File: src/rtl/core/prtp_pkg.sv
// Package for the point record text parser: widths, character codes and the
// shared state and write-request types. No dependencies.
`timescale 1ns / 1ps

package prtp_pkg;

  localparam int VALUE_WIDTH     = 24;
  localparam int FIELDS_PER_LINE = 6;
  localparam int NUM_SLOTS       = 6;
  localparam int OUT_WIDTH       = 24;
  localparam int CNT_WIDTH       = $clog2(FIELDS_PER_LINE + 2);
  localparam int SLOT_WIDTH      = $clog2(NUM_SLOTS);

  localparam logic [7:0] CHAR_NEWLINE = 8'h0A;
  localparam logic [7:0] CHAR_SPACE   = 8'h20;
  localparam logic [7:0] CHAR_ZERO    = 8'h30;
  localparam logic [7:0] CHAR_NINE    = 8'h39;

  localparam logic [VALUE_WIDTH-1:0] VALUE_MAX = {VALUE_WIDTH{1'b1}};

  typedef logic [VALUE_WIDTH-1:0] value_t;
  typedef logic [OUT_WIDTH-1:0]   out_value_t;

  typedef struct packed {
    value_t               acc;
    logic                 pending;
    logic [CNT_WIDTH-1:0] cnt;
  } prtp_state_t;

  typedef struct packed {
    logic                  en;
    logic [SLOT_WIDTH-1:0] idx;
  } prtp_wr_t;

  // Zero-extends or truncates a field value to the result width.
  function automatic out_value_t to_out(input value_t v);
    logic [VALUE_WIDTH+OUT_WIDTH-1:0] wide;
    wide = {{OUT_WIDTH{1'b0}}, v};
    return wide[OUT_WIDTH-1:0];
  endfunction

endpackage

File: src/rtl/core/prtp_byte_if.sv
// Valid/ready channel carrying one text byte per transaction.
// No dependencies.
`timescale 1ns / 1ps

interface prtp_byte_if;
  logic       valid;
  logic       ready;
  logic [7:0] char_byte;

  modport source (output valid, output char_byte, input ready);
  modport sink   (input valid, input char_byte, output ready);
endinterface

File: src/rtl/core/prtp_rec_if.sv
// Valid/ready channel carrying one parsed point record per transaction.
// Depends on prtp_pkg for the field width.
`timescale 1ns / 1ps

interface prtp_rec_if;
  import prtp_pkg::*;

  logic       valid;
  logic       ready;
  out_value_t coord_x;
  out_value_t coord_y;
  out_value_t coord_z;
  out_value_t color_red;
  out_value_t color_green;
  out_value_t color_blue;

  modport source (output valid, output coord_x, output coord_y, output coord_z,
                  output color_red, output color_green, output color_blue,
                  input ready);
  modport sink   (input valid, input coord_x, input coord_y, input coord_z,
                  input color_red, input color_green, input color_blue,
                  output ready);
endinterface

File: src/rtl/core/point_record_text_parser_core.sv
// Top level of the point record text parser: input byte register, per-byte
// state update, field store and record output register.
// Depends on prtp_pkg, prtp_byte_if, prtp_rec_if and prtp_line_step.
`timescale 1ns / 1ps

// Usage
// The chars channel takes one byte of "x y z r g b" text per transaction.
// Digits build a decimal value that saturates at the all-ones field value.
// A space closes a pending value into the next field slot; a newline closes
// any pending value and, when the line held exactly six fields, produces one
// transaction on the records channel carrying the six raw field values.
// Tabs, dots, minus signs, CR and every other byte are ignored, and a last
// line without a newline never produces a record.
// A byte is first held in the input register and then processed; a record
// is loaded into the record output register, which drives records.
// Throughput: one byte per cycle. The record output register lets parsing
// continue while a record waits; only a newline that would produce a second
// record stalls (chars.ready falls) until the waiting record is taken.
// Reset (rst, synchronous, active high) empties both registers and clears the
// accumulator and field count; the field store holds no reset value because
// a record only reads slots written on its own line.
module point_record_text_parser_core (
  input  logic              clk,
  input  logic              rst,
  prtp_byte_if.sink         chars,
  prtp_rec_if.source        records
);
  import prtp_pkg::*;

  // Input register.
  logic       byte_valid;
  logic [7:0] byte_q;

  // Parser state and field store.
  prtp_state_t state;
  prtp_state_t state_next;
  prtp_wr_t    wr;
  logic        emit;
  value_t      store [NUM_SLOTS];

  // Record output register.
  logic       out_valid;
  out_value_t rec_q    [NUM_SLOTS];
  out_value_t rec_next [NUM_SLOTS];

  logic advance;

  prtp_line_step u_step (
    .char_byte  (byte_q),
    .state      (state),
    .state_next (state_next),
    .wr         (wr),
    .emit       (emit)
  );

  // A registered byte moves on unless it would produce a record while the
  // output register still holds one that has not been taken.
  assign advance     = byte_valid && (!emit || !out_valid || records.ready);
  assign chars.ready = !byte_valid || advance;

  always_ff @(posedge clk) begin
    if (rst) begin
      byte_valid <= 1'b0;
    end else if (chars.valid && chars.ready) begin
      byte_valid <= 1'b1;
    end else if (advance) begin
      byte_valid <= 1'b0;
    end
  end

  always_ff @(posedge clk) begin
    if (chars.valid && chars.ready) begin
      byte_q <= chars.char_byte;
    end
  end

  always_ff @(posedge clk) begin
    if (rst) begin
      state <= '0;
    end else if (advance) begin
      state <= state_next;
    end
  end

  always_ff @(posedge clk) begin
    if (advance && wr.en) begin
      store[wr.idx] <= state.acc;
    end
  end

  // The newline may close the last field in the same cycle, so that slot is
  // taken straight from the accumulator.
  always_comb begin
    for (int j = 0; j < NUM_SLOTS; j++) begin
      if (j < FIELDS_PER_LINE) begin
        if (wr.en && (wr.idx == SLOT_WIDTH'(j))) begin
          rec_next[j] = to_out(state.acc);
        end else begin
          rec_next[j] = to_out(store[j]);
        end
      end else begin
        rec_next[j] = '0;
      end
    end
  end

  always_ff @(posedge clk) begin
    if (rst) begin
      out_valid <= 1'b0;
    end else if (advance && emit) begin
      out_valid <= 1'b1;
    end else if (records.ready) begin
      out_valid <= 1'b0;
    end
  end

  always_ff @(posedge clk) begin
    if (advance && emit) begin
      rec_q <= rec_next;
    end
  end

  assign records.valid       = out_valid;
  assign records.coord_x     = rec_q[0];
  assign records.coord_y     = rec_q[1];
  assign records.coord_z     = rec_q[2];
  assign records.color_red   = rec_q[3];
  assign records.color_green = rec_q[4];
  assign records.color_blue  = rec_q[5];

endmodule

File: src/rtl/core/prtp_line_step.sv
// Combinational per-byte update of the line parser state: digit accumulation
// with saturation, field closing and record detection. Depends on prtp_pkg.
`timescale 1ns / 1ps

module prtp_line_step (
  input  logic [7:0]            char_byte,
  input  prtp_pkg::prtp_state_t state,
  output prtp_pkg::prtp_state_t state_next,
  output prtp_pkg::prtp_wr_t    wr,
  output logic                  emit
);
  import prtp_pkg::*;

  logic                   is_digit;
  logic                   is_space;
  logic                   is_newline;
  logic [7:0]             digit_full;
  logic [VALUE_WIDTH+3:0] prod;
  logic                   sat;
  logic                   close;
  logic [CNT_WIDTH-1:0]   cnt_closed;

  assign is_digit   = (char_byte >= CHAR_ZERO) && (char_byte <= CHAR_NINE);
  assign is_space   = (char_byte == CHAR_SPACE);
  assign is_newline = (char_byte == CHAR_NEWLINE);
  assign digit_full = char_byte - CHAR_ZERO;

  // acc * 10 + d as two shifted adds; overflow past the value range saturates.
  assign prod = {1'b0, state.acc, 3'b000} + {3'b000, state.acc, 1'b0}
              + {{VALUE_WIDTH{1'b0}}, digit_full[3:0]};
  assign sat  = (prod > {4'b0000, VALUE_MAX});

  assign close = (is_space || is_newline) && state.pending;

  always_comb begin
    cnt_closed = state.cnt;
    if (close && (state.cnt < CNT_WIDTH'(FIELDS_PER_LINE + 1))) begin
      cnt_closed = state.cnt + CNT_WIDTH'(1);
    end
  end

  assign wr.en  = close && (state.cnt < CNT_WIDTH'(FIELDS_PER_LINE));
  assign wr.idx = SLOT_WIDTH'(state.cnt);
  assign emit   = is_newline && (cnt_closed == CNT_WIDTH'(FIELDS_PER_LINE));

  always_comb begin
    state_next = state;
    if (is_digit) begin
      state_next.acc     = sat ? VALUE_MAX : prod[VALUE_WIDTH-1:0];
      state_next.pending = 1'b1;
    end else if (is_newline) begin
      state_next.acc     = '0;
      state_next.pending = 1'b0;
      state_next.cnt     = '0;
    end else if (close) begin
      state_next.acc     = '0;
      state_next.pending = 1'b0;
      state_next.cnt     = cnt_closed;
    end
  end

endmodule

File: src/flat_wrapper.sv
// flat-port wrapper written by rule: the top's interface ports become plain ports
module point_record_text_parser_core_flat import prtp_pkg::*;
  (clk, rst, chars_valid, chars_char_byte, chars_ready, records_valid, records_coord_x, records_coord_y, records_coord_z, records_color_red, records_color_green, records_color_blue, records_ready);
  prtp_byte_if chars_i ();
  prtp_rec_if records_i ();
  input  logic clk;
  input  logic rst;
  input wire logic [$bits(chars_i.valid)-1:0] chars_valid;
  input wire logic [$bits(chars_i.char_byte)-1:0] chars_char_byte;
  output wire logic [$bits(chars_i.ready)-1:0] chars_ready;
  output wire logic [$bits(records_i.valid)-1:0] records_valid;
  output wire logic [$bits(records_i.coord_x)-1:0] records_coord_x;
  output wire logic [$bits(records_i.coord_y)-1:0] records_coord_y;
  output wire logic [$bits(records_i.coord_z)-1:0] records_coord_z;
  output wire logic [$bits(records_i.color_red)-1:0] records_color_red;
  output wire logic [$bits(records_i.color_green)-1:0] records_color_green;
  output wire logic [$bits(records_i.color_blue)-1:0] records_color_blue;
  input wire logic [$bits(records_i.ready)-1:0] records_ready;
  assign chars_i.valid = chars_valid;
  assign chars_i.char_byte = chars_char_byte;
  assign chars_ready = chars_i.ready;
  assign records_valid = records_i.valid;
  assign records_coord_x = records_i.coord_x;
  assign records_coord_y = records_i.coord_y;
  assign records_coord_z = records_i.coord_z;
  assign records_color_red = records_i.color_red;
  assign records_color_green = records_i.color_green;
  assign records_color_blue = records_i.color_blue;
  assign records_i.ready = records_ready;
  point_record_text_parser_core u_core (.clk(clk), .rst(rst), .chars(chars_i), .records(records_i));
endmodule
File: config.mk
export PLATFORM = sky130hd
export DESIGN_NAME = point_record_text_parser_core_flat
export DESIGN_NICKNAME = d
export VERILOG_FILES = /design/src/rtl/core/prtp_pkg.sv /design/src/rtl/core/prtp_byte_if.sv /design/src/rtl/core/prtp_rec_if.sv /design/src/rtl/core/point_record_text_parser_core.sv /design/src/rtl/core/prtp_line_step.sv /design/src/flat_wrapper.sv
export SDC_FILE = /design/constraint.sdc
export NUM_CORES = 1
export LEC_CHECK = 0
export BUFFER_PORTS_ARGS = -buffer_cell sky130_fd_sc_hd__buf_2
export CAP_MARGIN = 10
export CORE_ASPECT_RATIO = 0.6
export CORE_MARGIN = 2
export CORE_UTILIZATION = 40
export CTS_BUF_LIST = sky130_fd_sc_hd__clkbuf_4 sky130_fd_sc_hd__clkbuf_8
export CTS_CLUSTER_SIZE = 10
export DETAILED_ROUTE_END_ITERATION = 16
export PLACE_DENSITY_LB_ADDON = 0.2
export RECOVER_POWER = 25
export SYNTH_ARGS = -nofsm -noshare
export SYNTH_HDL_FRONTEND = slang
export SYNTH_SLANG_ARGS = --single-unit
export TNS_END_PERCENT = 100
File: constraint.sdc
create_clock -name clk -period 8.5 [get_ports clk]
set_clock_uncertainty 0.05 [all_clocks]
set_input_delay 1.7 -clock clk [delete_from_list [all_inputs] [get_ports clk]]
set_output_delay 1.7 -clock clk [all_outputs]
set_load 0.02 [all_outputs]
# After elaboration in Yosys (flattened, before gate mapping)
# Memory sizes are Yosys's and may differ from the RTL's. A register that Yosys moved wholly into a read port is not among the register bits.
# Index checks and enable logic that the tools add are counted.
dict set report totals {
  n_memories 1
  mem_bits_rw 144
  reg_bits 38
}
dict set report classes {
  n_bitwise 1
  magnitude_cmp 5
  reduce_logical 22
  n_eq_ne 3
  mux 11
  addsub 4
}
# name words word_bits read_ports rd_clocked_by_memory_dff write_ports line_no
set memory_table {}
lappend memory_table {u_core.store 6 24 6 6 1 point_record_text_parser_core.sv:39} ;# value_t store [NUM_SLOTS];
# operator count
set ops {}
lappend ops {{two-way mux 28 bit} 2}
lappend ops {{adder 27 x 25 -> 28 bit} 1}
lappend ops {{adder 28 x 4 -> 28 bit} 1}
lappend ops {{greater-than comparator 28 x 24 -> 1 bit (second input constant)} 1}
lappend ops {{two-way mux 25 bit} 1}
lappend ops {{two-way mux 24 bit} 1}
lappend ops {{logical AND 1 bit} 9}
lappend ops {{equality test 8 x 4 -> 1 bit (second input constant)} 1}
lappend ops {{equality test 8 x 6 -> 1 bit (second input constant)} 1}
lappend ops {{>= comparator 8 x 6 -> 1 bit (second input constant)} 1}
lappend ops {{<= comparator 8 x 6 -> 1 bit (second input constant)} 1}
lappend ops {{less-than comparator 3 bit (second input constant)} 2}
lappend ops {{two-way mux 1 bit} 6}
lappend ops {{nonzero test 2 bit} 3}
lappend ops {{logical OR 1 bit} 4}
lappend ops {{subtractor 4 x 1 -> 4 bit (second input constant)} 1}
lappend ops {{adder 3 x 1 -> 3 bit (second input constant)} 1}
lappend ops {{equality test 3 bit (second input constant)} 1}
lappend ops {{logical NOT 1 bit} 3}
lappend ops {{two-way mux 3 bit} 1}
lappend ops {{AND reduction 3 bit} 1}
lappend ops {{nonzero test 3 bit} 1}
lappend ops {{AND reduction 2 bit} 1}
lappend ops {{NOT 1 bit} 1}

# Depth between registers and ports, before layout
# Gate-level depths: netlist of the first run.
dict set report depth {
  word_depth 14
  ltp_mapped 12
  mapped_depth_nobuf 11
}

# Cells and area by module
# Synthesis of the first run repeated with hierarchy kept, for this count alone.
dict set report hier_totals {
  cells_unflattened 910
  hier_area_um2 14227.4
}
# module area_per_inst_um2 n_inst cells_each
set by_module_without_submodules {}
lappend by_module_without_submodules {point_record_text_parser_core 12014.0 1 606}
lappend by_module_without_submodules {prtp_line_step 2213.4 1 304}

# Worst setup path before layout of the first run
# OpenSTA, ideal clock, no wires.
dict set report synth_timing {
  path_type {input port to flip-flop}
  startpoint {in records_ready}
  endpoint {reg u_core.rec_q (netlist bit records_color_blue[0]) (read register of u_core.store), enable pin}
  n_path_buf 0
  arrival_time_ns 7.745
  path_slack_ns 0.056
  required_ns 7.801
  stages 2
  cell_sequence {nor2b_1 -> nor2_1}
}
dict set report synth_via {
  elab_chain_len 3
}
# element line_no
set synth_rtl {}
lappend synth_rtl {{start: declaration} flat_wrapper.sv:18} ;# input wire logic [$bits(records_i.ready)-1:0] records_ready;
lappend synth_rtl {{logical OR 1 bit} point_record_text_parser_core.sv:58} ;# assign advance = byte_valid && (!emit || !out_valid || records.ready);
lappend synth_rtl {{logical AND 1 bit} point_record_text_parser_core.sv:58}
lappend synth_rtl {{logical AND 1 bit} point_record_text_parser_core.sv:118} ;# if (advance && emit) begin
lappend synth_rtl {{end: declaration} point_record_text_parser_core.sv:43} ;# out_value_t rec_q [NUM_SLOTS];
# Every way passes these cells.
# A chain may end at the register's enable or synchronous reset.

# Worst setup path after layout of the first run
dict set report layout_timing {
  startpoint {reg u_core.byte_q[3]}
  endpoint {out chars_ready}
}
dict set report layout_via {
  elab_chain_len 12
}
# element line_no
set layout_rtl {}
lappend layout_rtl {{start: declaration} point_record_text_parser_core.sv:32} ;# logic [7:0] byte_q;
lappend layout_rtl {{start signal: assignment} point_record_text_parser_core.sv:73} ;# byte_q <= chars.char_byte;
lappend layout_rtl {{equality test 8 x 6 -> 1 bit or equality test 8 x 4 -> 1 bit (tied branches)} {prtp_line_step.sv:24, prtp_line_step.sv:25}}
lappend layout_rtl {{logical OR 1 bit} prtp_line_step.sv:33} ;# assign close = (is_space || is_newline) && state.pending;
lappend layout_rtl {{logical AND 1 bit} prtp_line_step.sv:33}
lappend layout_rtl {{logical AND 1 bit} prtp_line_step.sv:37} ;# if (close && (state.cnt < CNT_WIDTH'(FIELDS_PER_LINE + 1))) begin
lappend layout_rtl {{two-way mux 3 bit} prtp_line_step.sv:37}
lappend layout_rtl {{equality test 3 bit} prtp_line_step.sv:44} ;# assign emit = is_newline && (cnt_closed == CNT_WIDTH'(FIELDS_PER_LINE));
lappend layout_rtl {{logical AND 1 bit *} prtp_line_step.sv:44}
lappend layout_rtl {{logical NOT 1 bit *} point_record_text_parser_core.sv:58}
lappend layout_rtl {{logical OR 1 bit * (2 in a row)} point_record_text_parser_core.sv:58}
lappend layout_rtl {{logical AND 1 bit *} point_record_text_parser_core.sv:58}
lappend layout_rtl {{logical OR 1 bit *} point_record_text_parser_core.sv:59} ;# assign chars.ready = !byte_valid || advance;
lappend layout_rtl {{end: declaration} flat_wrapper.sv:10} ;# output wire logic [$bits(chars_i.ready)-1:0] chars_ready;
# Every way passes the cells marked *; elsewhere a longest branch is shown, timed or not.

==> results.md, run 1 <==
- Routability-driven placement finished with a final weighted congestion of 0.796.
- In this run the count of I/O pins placed on the die edge is between 150 and 200.
- The slack of the worst reg-to-reg path is between 4 and 5 ns.
- The critical path goes through and3b_1 -> o2111ai_1 -> a21oi_1 -> o2bb2ai_1 -> nand4_1 -> nand2b_1 -> buf_2.
- Yosys mapped the design onto 54 distinct sky130hd cell types.
- In this run the critical register-to-register path is launched from u_core.state[4].
- The antenna cell count is 0.
- The number of remaining DRC errors is 0.
- The setup slack of the critical path after layout is between 3 and 4 ns.
- The number of port buffers is between 150 and 200.
- The initial utilization of the core area, before any placement, comes to 40.6%.
- The later pin in the worst-skew pair is clocked with a latency of 0.58 ns.
- The clock sink count is 326.
- The via count of the first global-routing pass is 7,140.
- Clock-pin slew was measured on the worst setup and hold paths at 0.07 ns.
- IR analysis of the VDD net gives a maximum drop of approximately 0.00010 V.
- The remaining antenna violation count after routing is 0.
- The number of nets in the layout is 1,020.
- The number of endpoints with negative hold slack in the final report is 0.
- After synthesis, the share of cell area in mux cells is 10.3%.
- Adding up every negative setup slack in the final design gives 0 ns.
- The highest clock frequency the design can meet is 0.210 GHz.
- Of the available clock period, the critical path in the final layout requires 56.1%.
- The share of synthesized registers carrying an async set or reset is 0%.
- The worst-path cell with the longest stage delay is o2111ai_1.
- The commonest register cell after synthesis is edfxtp_1.
- The largest area contributor in the netlist is edfxtp_1.
- The highest net fanout along the worst path is 6.
- At the pin with the least slew margin, the transition time is 1.06 ns.
- The cell at the root of the clock tree is clkbuf_8.
- The largest net degree at the start of global routing is between 60 and 70.
- The setup violation total in the final timing report is 0.
- The relative area change from synthesis to final layout is 17.7%.
- Detailed placement ended at an HPWL of 17,200 um.
- The core region is 32,400 um^2.
- The synthesized netlist devotes 5.24% of its cell area to adder and majority cells.
- The topmost layer with routed signal wires is met4.
- Setup repair after global routing left no endpoint under its margin.
- Counting both buffers and inverters, the worst setup path holds a total of 1.
- The share of Yosys cell area claimed by the top area cell type is 67.5%.
- In this run the number of H-tree levels came out at 2.
- The proportion of synthesized chip area in sequential cells is 72.1%.
- The hold-fix buffer count after cts is 0.
- The detail-routed via count per cell is 5.12.
- Yosys mapped a number of flops with a built-in enable equal to 296.
- The endpoint type of the worst setup path is an output pin.
- The initial antenna violation count is 0.
- Global routing used 16.5% of the available tracks across all layers.
- The simple-gate share of the synthesized area is 3.50%.
- In this run the core area contains 51 standard-cell rows.
- The leading cell type in the layout, fill and taps excluded is edfxtp_1.
- The mean post-synth cell area is 17.4 um^2.
- The required time of the critical path is 6.75 ns.
- Summing the areas of all compound-gate instances in the mapped netlist gives 6.46% of the synthesized area.
- The length of routed met2 wiring is 11,400 um.
- The number of clock buffers added by TritonCTS is 50.
- The tool flagged a number of max-cap violations equal to 0.
- The worst setup path is launched from a register.
- The library cells used most frequently in the layout, excluding fill and tap cells, are edfxtp_1 (296), buf_2 (147), mux2_1 (120).
- The cell area that synthesis handed to floorplanning was between 10,000 and 15,000 um^2.
- The type of the worst min-delay path is reg2reg.
- In this run, the number of DRC markers left after iteration 0 of detailed routing was approximately 460.
- In this design, the stage delay of the slowest critical-path cell is 0.59 ns.
- The number of flip-flops and latches in the synthesized netlist is about 330.
- The TritonCTS clock tree is done.
- The launch point of the worst hold path is u_core.store[0][21].
- The detailed-routing wirelength on met1 is 15,000 um.
- Headroom to the max-slew limit came out at 29.0%.
- The run finished with clean final reports.
- Broken down by cell family, the worst path's largest delay share belongs to compound AO/OA/AOI/OAI gates.
- The minimum period implied by the final worst setup slack is 4.77 ns.
- The post-CTS resize count is 0.
- After detailed routing, the total wire length is 28,400 um.
- After synthesis, the largest family of logic cells by area is multiplexers.
- The number of setup buffers added after CTS is 0.
- The number of warning messages in the yosys log is 0.
- After Yosys synthesis, XOR and XNOR cells account for 1.26% of the synthesized area.
- The die boundary height is between 100 and 150 um.
- The start point of the critical path is u_core.byte_q[3].
- Power spread over the standard cell area amounts to 196 nW/um^2.
- The number of nets in the synthesized netlist is 822.
- Ranked by total cell area, the synthesized netlist is headed by edfxtp_1 (67%), mux2_1 (10%), ha_1 (4.9%).
- The clock passes through at most 3 buffers.
- The kind of critical path is reg2out.
- Before CTS, the worst setup slack after placement is 4.22 ns.
- The die span in x is 238 um.
- Summed over all layers, the global routing overflow is 0.
- Before antenna repair, the detailed router went through 5 iterations.
- The leakage power summed over all cells is 6.17 nW.
- The detailed router placed 7,259 vias in this run.
- The first-pass GRT wire length is 42,900 um.
- The die footprint is 34,400 um^2.
- In the final layout, the share of cells above drive strength 1 is 25.8%.
- The number of max-slew violations in the final report is 0.
- The routed wirelength normalized by instance count is 20.0 um.
- STA puts the critical path data arrival time at between 3 and 4 ns.
- Counting every instance in the synthesized netlist gives 756.
- The routed design uses 1490 um of met3 wire.
## layout make-up
type | instances | area [um^2]
clock buffers | 76 | 902
fillers | 2835 | 16900
flip-flops and latches | 326 | 9490
multi-input cells | 395 | 3560
well taps | 424 | 531
repair buffers | 168 | 876
clock inverters | 15 | 92.6
inverters | 13 | 48.8
## metal layers
| layer | up-vias | GRT usage [%] |
|---|---|---|
| met1 | 3627 | 26.2 |
| met5 | - | 0 |
| met3 | 38 | 3.63 |
| li1 | 3405 | - |
| met2 | 189 | 22.3 |
| met4 | 0 | 4.21 |
## kinds of logic (layout without fill, tap and decap cells)
group                      count (synthesis)  in the layout
and+or+nand+nor                           89             89
AOI/OAI and AO/OA                        113            113
muxes                                    120            120
buffers and inverters                     35            272
DFF                                      326            326
xor gates and xnor gates                  19             19
adders and majority gates                 54             54
## synth_stat cells (10+ instances only)
cell and count:
mux2_1 120, buf_2 11, nand2_1 21, a21oi_1 26, edfxtp_1 296, a21o_1 10
nor2_1 23, dfxtp_1 30, ha_1 52, xnor2_1 10, inv_1 13, a221o_1 26
## through the flow
stage,area [um^2],power [mW],instances,hold WS (ns),util [%]
floorplan,13200,1.77,756,0.350,-
global placement,14500,1.78,1325,0.353,44.7
detailed placement,14500,1.78,1326,0.355,44.8
CTS,15500,3.08,1417,0.348,47.9
global route,15500,3.16,1417,0.373,47.8
finish,15500,3.04,1417,0.353,47.8
## registers in the layout, summed over array words and instances (netlist names)
name / cells
records_color_blue: 24
u_core.byte_q: 8
records_coord_z: 24
records_color_red: 24
u_core.records.coord_x: 24
u_core.byte_valid: 1
records_color_green: 24
u_core.records.valid: 1
u_core.state: 28
records_coord_y: 24
u_core.store: 144
## worst reg2reg max path, delay by kind of cell, from the launching register on
kind | cells | cell delay, ns
and+or+nand+nor | 1 | 0.20
DFF | 1 | 0.68
AOI/OAI and AO/OA | 6 | 1.94
adders and majority gates | 2 | 1.03
xor gates and xnor gates | 1 | 0.18
## power breakdown
part / internal [mW] / leakage [nW] / switching [mW]
combinational: 0.00515 / 2.50 / 0.00844
sequential: 1.73 / 3.14 / 0.00364
clock: 0.705 / 0.525 / 0.592
total: 2.44 / 6.17 / 0.604
## path summary, 6_finish.rpt
kind,endpoint,cells after the start
worst max-delay path,chars_ready,7
worst min-delay path,u_core.records.coord_x[21],0
worst max register to register,u_core.state[27],10
worst min register to register,u_core.records.coord_x[21],0
Note: power is estimated with default switching activity, not from simulation.
==> inputs of run 2 (changes only) <==
ABC_AREA = 1   (was not set)
clock period = 4.9 ns   (was 8.5 ns; I/O delays follow)
==> run 2 against run 1 <==
Against the previous run:
- via count increased by 38%
- highest routed layer is now met5
- wire length rose by 29%
- synthesized cell count is 72% higher
- sequential cell count stayed put
==> results.md, run 2 <==
- The number of I/O pins is 158 (unchanged).
- The period utilization is between 70% and 80%.
- The transition time of the tightest slew-check pin is 1.22 ns (was 1.06 ns).
- The detailed placement HPWL is 24,500 um (was 17,200 um).
- The total non-filler cell area in the finished layout is 16,500 um^2 (was 15,500 um^2).
- The largest area contributor in the netlist is edfxtp_1 (unchanged).
- The highest net fanout along the worst path is 14 (was 6).
- The detail-routed via count per cell was 5.02 (was 5.12).
- The number of warning messages in the yosys log was 0 (unchanged).
- The number of instances in the synthesized netlist came to 1,304 (was 756).
- The die boundary height is 151 um (was 145 um).
- The share of Yosys cell area claimed by the top area cell type is 62.0% (was 67.5%).
- The first-pass GRT wire length came to 56,100 um (was 42,900 um).
- The number of nets in the layout is 1,555 (was 1,020).
- The max-capacitance violation count is 0 (unchanged).
- The number of flip-flops in the largest register was 144 (unchanged).
- Result of the run: finished, final reports clean (unchanged).
- The instance area after placement is 15,600 um^2 (was 14,500 um^2).
- The worst relative slew slack was 18.6% (was 29.0%).
- The type of the worst min-delay path is reg2reg (unchanged).
- The share of synthesized cell area in full adder, half adder and majority cells came to 4.82% (was 5.24%).
- The cell at the root of the clock tree is clkbuf_8 (unchanged).
- Static timing analysis puts the maximum clock frequency at between 0.2 and 0.3 GHz.
- The kind of critical path is reg2reg (was reg2out).
- The largest family of logic cells by synthesized area is simple AND/OR/NAND/NOR gates (was multiplexers).
- The effective utilization at floorplan is 40.8% (was 40.6%).
- The largest register by flop count is u_core.store (unchanged).
- The number of endpoints with negative hold slack in the final report is 0 (unchanged).
- The number of synthesized flops with an enable pin is 296 (unchanged).
- The longest individual stage delay on the worst path was 0.64 ns (was 0.59 ns).
- The xor-xnor portion of the synthesized cell area is 0.917% (was 1.26%).
- The final-layout setup total negative slack came to 0 ns (unchanged).
- The mux share of post-synthesis cell area is 0% (was 10.3%).
- The routed wirelength normalized by instance count was 18.4 um (was 20.0 um).
- The clock sink count was 326 (unchanged).
- The leading cell type in the layout, fill and taps excluded was nand2_1 (was edfxtp_1).
- The post-CTS resize count is 0 (unchanged).
- The worst-path cell with the longest stage delay is clkbuf_1 (was o2111ai_1).
- The number of buffers on the longest clock path was 3 (unchanged).
- Most frequent cells in the layout: nand2_1 (448), edfxtp_1 (296), buf_2 (142) (was edfxtp_1 (296), buf_2 (147), mux2_1 (120)).
- The cell type group with the largest total delay on the critical path is simple AND/OR/NAND/NOR gates (was compound AO/OA/AOI/OAI gates).
- The mean post-synth cell area is 11.0 um^2 (was 17.4 um^2).
- The endpoint type of the worst setup path is a register (was output pin).
- The initial antenna violation count is 1 (was 0).
- The largest net degree at the start of global routing came to 54 (was 64).
- The worst path arrival time is 4.21 ns (was 3.02 ns).
- The most numerous cell on the critical path is nand2_1.
- The total congestion overflow after global routing was 0 (unchanged).
- The number of cells in the design after placement is 1,905 (was 1,326).
- The setup slack at placement is 1.24 ns (was 4.22 ns).
- The core occupancy in the finished layout is 47.0% (was 47.8%).
- The non-filler instance count after layout was 1,994 (was 1,417).
- The first-pass iteration count of the detailed router came to 5 (unchanged).
- The latest clock arrival within the worst-skew pair is 0.59 ns (was 0.58 ns).
- Cell-by-cell listing of the critical path: clkbuf_1 -> ha_1 -> ha_1 -> nand2_1 -> nor2_1 -> nand2_1 -> nor2_1 -> nand2_1 -> nand4_1 -> nand2_1 -> nor2_2 -> buf_4 -> nand3_1 -> nand2_1 -> a21oi_1 (was and3b_1 -> o2111ai_1 -> a21oi_1 -> o2bb2ai_1 -> nand4_1 -> nand2b_1 -> buf_2).
- The TritonCTS clock tree is done (unchanged).
- The setup violation total in the final timing report came to 0 (unchanged).
- The number of fillers in the final layout is 3,287 (was 2,835).
- Largest registers: u_core.store x144, u_core.state x28 (unchanged).
- The relative area change from synthesis to final layout is 15.3% (was 17.7%).
- RSZ-0062 raised after global routing: false (unchanged).
- The share of synthesized registers carrying an async set or reset came to 0% (unchanged).
- The number of design-rule violations left by the first detailed-router iteration was 784 (was 461).
- The tightest hold margin is 0.367 ns (was 0.353 ns).
- The commonest register cell after synthesis was edfxtp_1 (unchanged).
- Most numerous cell types in the synthesized netlist: nand2_1 (448), edfxtp_1 (296), o21ai_1 (100) (was edfxtp_1 (296), mux2_1 (120), ha_1 (52)).
- The required time of the critical path was 5.29 ns (was 6.75 ns).
- The power after layout is 5.28 mW (was 3.04 mW).
- The distinct cell type count after synthesis was 35 (was 54).
- After layout, the minimum clock period comes to 3.82 ns.
- The fraction of final layout cells sized beyond drive strength 1 is 17.5% (was 25.8%).
- The die span in x is 248 um (was 238 um).
- The placement row count was 53 (was 51).
- The number of flip-flops and latches in the synthesized netlist is 326 (unchanged).
- The number of port buffers is 157 (unchanged).
- The number of remaining DRC errors is 0 (unchanged).
- The proportion of synthesized chip area in sequential cells is 66.2% (was 72.1%).
- The leakage power summed over all cells is 6.28 nW (was 6.17 nW).
- The type of element launching the critical path is a register (unchanged).
- The antenna cell count was 0 (unchanged).
- The buffers plus inverters on the worst setup path is 2 (was 1).
- The maximum VDD drop was 0.000196 V (was 0.000103 V).
- The H-tree depth reported by CTS came to 2 (unchanged).
- The synthesized cell area was 14,300 um^2 (was 13,200 um^2).
- The die footprint is 37,400 um^2 (was 34,400 um^2).
- The total wire length is 36,600 um (was 28,400 um).
- The hold-fix buffer count after cts is 0 (unchanged).
- The number of clock buffers inserted by TritonCTS is 49 (was 50).
- The number of max-slew violations in the final report is 0 (unchanged).
- The simple-gate share of the synthesized area was 17.4% (was 3.50%).
- The most repeated cell in the gate-level netlist after synthesis is nand2_1 (was edfxtp_1).
- The number of nets in the synthesized netlist is 1,370 (was 822).
- Biggest area contributors in the synthesized netlist: edfxtp_1 (62%), nand2_1 (12%), ha_1 (4.5%) (was edfxtp_1 (67%), mux2_1 (10%), ha_1 (4.9%)).
- The synthesized-area fraction occupied by ao, oa, aoi and oai cells is 6.47% (was 6.46%).
- The via count of the first global-routing pass is 9,454 (was 7,140).
- The power density of the placed cells is 320 nW/um^2 (was 196 nW/um^2).
- The placeable core region is 35,100 um^2 (was 32,400 um^2).
- The number of setup buffers added after CTS is 0 (unchanged).
- The total routing usage reported by global routing came to 19.8% (was 16.5%).
- The clock-pin transition on the worst setup and hold timing paths is 0.07 ns (about the same).
- The detailed-route via count is 10,000 (was 7,259).
- The remaining antenna violation count after routing came to 0 (unchanged).
- The global placement routability congestion is 0.885 (was 0.796).
- The setup slack of the critical path after layout was 1.08 ns (was 3.73 ns).
==> run 2: cell count changes after synthesis, sizes merged, moves of 7 or more <==
cell / previous run / this run
nand3: 4 / 50
nand2: 21 / 453
nand4: 4 / 14
a21o: 10 / 1
buf: 13 / 33
nor2: 23 / 72
a21oi: 26 / 51
inv: 13 / 80
o21ai: 13 / 129
o21a: 8 / 1
a221o: 27 / 0
mux2: 120 / 0
==> run 2: layer usage <==
metal  routed length, um  GRT usage [%]  part of all wire (%)  up-vias
li1                    -              -                     -     4842
met1               18300           31.0                    50     4764
met2               15000           27.9                    41      354
met3                2660           3.98                   7.3       49
met4                 649           4.79                   1.8        2
met5                  13              0                 0.035        -
==> run 2: worst reg2reg max path: stages, from the launching register on <==
cell,delay (ns)
dfxtp_1,0.31
clkbuf_1,0.64
ha_1,0.38
ha_1,0.44
nand2_1,0.13
nor2_1,0.19
nand2_1,0.10
nor2_1,0.11
nand2_1,0.08
nand4_1,0.10
nand2_1,0.07
nor2_2,0.49
buf_4,0.32
nand3_1,0.12
nand2_1,0.09
a21oi_1,0.06
==> run 2: report_power, final <==
group          leakage (nW)  internal, mW  switching, mW
clock                 0.518          1.20           1.06
sequential             2.81          2.99        0.00638
combinational          2.96       0.00941         0.0197
total                  6.28          4.20           1.08
==> run 2: final cells by class <==
type / count / area, um^2 / area share [%]
flip-flops and latches: 326 / 9490 / 57.4
clock buffers: 69 / 825 / 4.99
inverters: 80 / 305 / 1.85
well taps: 467 / 584 / 3.54
multi-input cells: 853 / 4240 / 25.7
clock inverters: 20 / 155 / 0.939
repair buffers: 179 / 922 / 5.58
==> run 2: path summary, 6_finish.rpt <==
kind                            slack (ns)                          to  cells after the start                 from
worst max-delay path                  1.08             u_core.state[9]                     15     u_core.state[23]
worst min-delay path                  0.37  u_core.records.coord_x[22]                      0  u_core.store[0][22]
worst max register to register        1.08             u_core.state[9]                     15     u_core.state[23]
worst min register to register        0.37  u_core.records.coord_x[22]                      0  u_core.store[0][22]
==> run 2: kinds of logic (layout without fill, tap and decap cells) <==
kind of cell	Yosys count	count (layout)
buffers and inverters	125	348
AOI/OAI and AO/OA	183	183
adders and majority gates	54	54
xor gates and xnor gates	15	15
and+or+nand+nor	601	601
DFF	326	326
==> inputs of run 3 (changes only) <==
clock period = 3.95 ns   (was 4.9 ns; I/O delays follow)
==> run 3 against run 2 <==
Against the previous run:
- sequential cell count is the same
- die area is the same
- via count grew 0.22%
- utilization grew 0.50 points
- clock power grew 22%
- highest routed layer unchanged
- critical endpoint is now u_core.state[12]
- largest cell class unchanged
==> results.md, run 3 (synthesis gave the netlist of run 2 again) <==
- Result of the run: finished, final reports clean (unchanged).
- The via count of the first global-routing pass came to 9,491 (was 9,454).
- The most numerous cell on the critical path is nand2_1 (unchanged).
- The number of clock buffers inserted by TritonCTS is 49 (unchanged).
- The start point of the critical path is u_core.state[13] (was u_core.state[23]).
- The maximum VDD drop is 0.000239 V (was 0.000196 V).
- The number of remaining DRC errors was 0 (unchanged).
- The largest register by flop count was u_core.store (unchanged).
- The relative area change from synthesis to final layout is 16.5% (was 15.3%).
- The global placement routability congestion is 0.902 (was 0.885).
- The longest individual stage delay on the worst path is 0.65 ns (was 0.64 ns).
- The initial antenna violation count is 2 (was 1).
- The die span in x was 248 um (unchanged).
- The first-pass GRT wire length is 56,500 um (was 56,100 um).
- The routed wirelength normalized by instance count is 18.4 um (about the same).
- The worst relative slew slack is 37.5% (was 18.6%).
- The period utilization was 87.8% (was 78.1%).
- The placeable core region was 35,100 um^2 (unchanged).
- The highest clock frequency the design can meet is 0.288 GHz (was 0.261 GHz).
- The worst-path cell with the longest stage delay is clkbuf_1 (unchanged).
- The endpoint type of the worst setup path is a register (unchanged).
- The post-CTS resize count came to 0 (unchanged).
- The latest clock arrival within the worst-skew pair is 0.59 ns (about the same).
- The power density of the placed cells is 390 nW/um^2 (was 320 nW/um^2).
- The detailed-route via count was 10,000 (about the same).
- The remaining antenna violation count after routing came to 0 (unchanged).
- The number of design-rule violations left by the first detailed-router iteration was 755 (was 784).
- The number of buffers on the longest clock path is 3 (unchanged).
- The transition time of the tightest slew-check pin is 0.937 ns (was 1.22 ns).
- The required time of the critical path is 4.35 ns (was 5.29 ns).
- The type of the worst min-delay path is in2reg (was reg2reg).
- Largest registers: u_core.store x144, u_core.state x28 (unchanged).
- The detail-routed via count per cell came to 4.97 (was 5.02).
- The hold-fix buffer count after cts is 0 (unchanged).
- The fraction of final layout cells sized beyond drive strength 1 is 18.1% (was 17.5%).
- The H-tree depth reported by CTS is 2 (unchanged).
- The number of I/O pins was 158 (unchanged).
- The number of fillers in the final layout was 3,302 (was 3,287).
- The TritonCTS clock tree is done (unchanged).
- The number of nets in the layout is 1,579 (was 1,555).
- The effective utilization at floorplan is 40.8% (unchanged).
- The max-capacitance violation count is 0 (unchanged).
- The minimum period implied by the final worst setup slack is 3.47 ns (was 3.82 ns).
- The worst path arrival time is 3.86 ns (was 4.21 ns).
- The total congestion overflow after global routing is 0 (unchanged).
- The detailed placement HPWL came to 25,200 um (was 24,500 um).
- The clock-pin transition on the worst setup and hold timing paths was 0.07 ns (about the same).
- The largest net degree at the start of global routing is 64 (was 54).
- The leakage power summed over all cells is 6.35 nW (was 6.28 nW).
- The setup violation total in the final timing report is 0 (unchanged).
- Most frequent cells in the layout: nand2_1 (444), edfxtp_1 (296), buf_2 (140) (was nand2_1 (448), edfxtp_1 (296), buf_2 (142)).
- The highest net fanout along the worst path was 24 (was 14).
- The die boundary height came to 151 um (unchanged).
- The die footprint is 37,400 um^2 (unchanged).
- The number of port buffers is 157 (unchanged).
- The core occupancy in the finished layout was 47.5% (was 47.0%).
- Cell-by-cell listing of the critical path: clkbuf_1 -> ha_1 -> ha_1 -> nand2_1 -> nor2_2 -> nand2_1 -> nor2_1 -> nand2_1 -> nand4_1 -> nand2_1 -> nor2_1 -> buf_4 -> nand3_1 -> nand2_1 -> a21oi_1 (was clkbuf_1 -> ha_1 -> ha_1 -> nand2_1 -> nor2_1 -> nand2_1 -> nor2_1 -> nand2_1 -> nand4_1 -> nand2_1 -> nor2_2 -> buf_4 -> nand3_1 -> nand2_1 -> a21oi_1).
- The launch point of the worst hold path is chars_char_byte[4] (was u_core.store[0][22]).
- The placement row count was 53 (unchanged).
- The first-pass iteration count of the detailed router is 5 (unchanged).
- The kind of critical path is reg2reg (unchanged).
- The tightest hold margin is 0.324 ns (was 0.367 ns).
- The leading cell type in the layout, fill and taps excluded is nand2_1 (unchanged).
- The power after layout came to 6.52 mW (was 5.28 mW).
- The number of cells in the design after placement was 1,929 (was 1,905).
- The final-layout setup total negative slack is 0 ns (unchanged).
- The total routing usage reported by global routing came to 20.0% (was 19.8%).
- The non-filler instance count after layout is 2,019 (was 1,994).
- The footprint of the multi-input gates is 4260 um^2 (was 4240 um^2).
- The cell at the root of the clock tree is clkbuf_8 (unchanged).
- The clock sink count is 326 (unchanged).
- The sequential cell area is 9490 um^2 (unchanged).
- RSZ-0062 raised after global routing: false (unchanged).
- The number of setup buffers added after CTS is 0 (unchanged).
- The total wire length is 37,200 um (was 36,600 um).
- The number of endpoints with negative hold slack in the final report is 0 (unchanged).
- The cell type group with the largest total delay on the critical path is simple AND/OR/NAND/NOR gates (unchanged).
- The number of max-slew violations in the final report is 0 (unchanged).
- The launch instance of the worst register-to-register path is u_core.state[13] (was u_core.state[23]).
- The buffers plus inverters on the worst setup path is 2 (unchanged).
- The type of element launching the critical path is a register (unchanged).
- The number of flip-flops in the largest register is 144 (unchanged).
==> run 3: metrics by stage <==
stage                     instance area (um^2)  worst slack (ns)
final                                    16700             0.483
after floorplan                          14400            -0.122
after detailed placement                 15800             0.634
after CTS                                16800             0.629
after global placement                   15800             0.741
after global routing                     16700             0.214
==> run 3: routing by layer <==
metal  GRT usage [%]  up-vias  share of wire, %  routed length (um)
met5               0        -             0.035                  13
met4            3.54        2               1.1                 404
met3            3.73       45               6.5                2430
met2            28.8      302                41               15400
met1            31.5     4783                51               19000
li1                -     4901                 -                   -
==> run 3: final cells by class <==
| cell class | instances | area share, % |
|---|---|---|
| timing repair buffer | 203 | 6.54 |
| clock inverter | 26 | 1.08 |
| inverter | 80 | 1.82 |
| clock buffer | 63 | 4.71 |
| antenna | 1 | 0.0150 |
| tap | 467 | 3.50 |
| multi-input combinational | 853 | 25.5 |
| sequential | 326 | 56.8 |
==> run 3: final timing paths <==
kind,slack (ns),to,cells past startpoint
worst min-delay path,0.32,u_core.byte_q[4],1
worst min register to register,0.37,u_core.records.coord_x[2],0
worst max register to register,0.48,u_core.state[12],15
worst max-delay path,0.48,u_core.state[12],15
==> run 3: power breakdown <==
part           switching (mW)  total (mW)  internal (mW)
combinational          0.0265      0.0388         0.0122
sequential            0.00635        3.72           3.71
clock                    1.32        2.76           1.44
total                    1.35        6.52           5.17
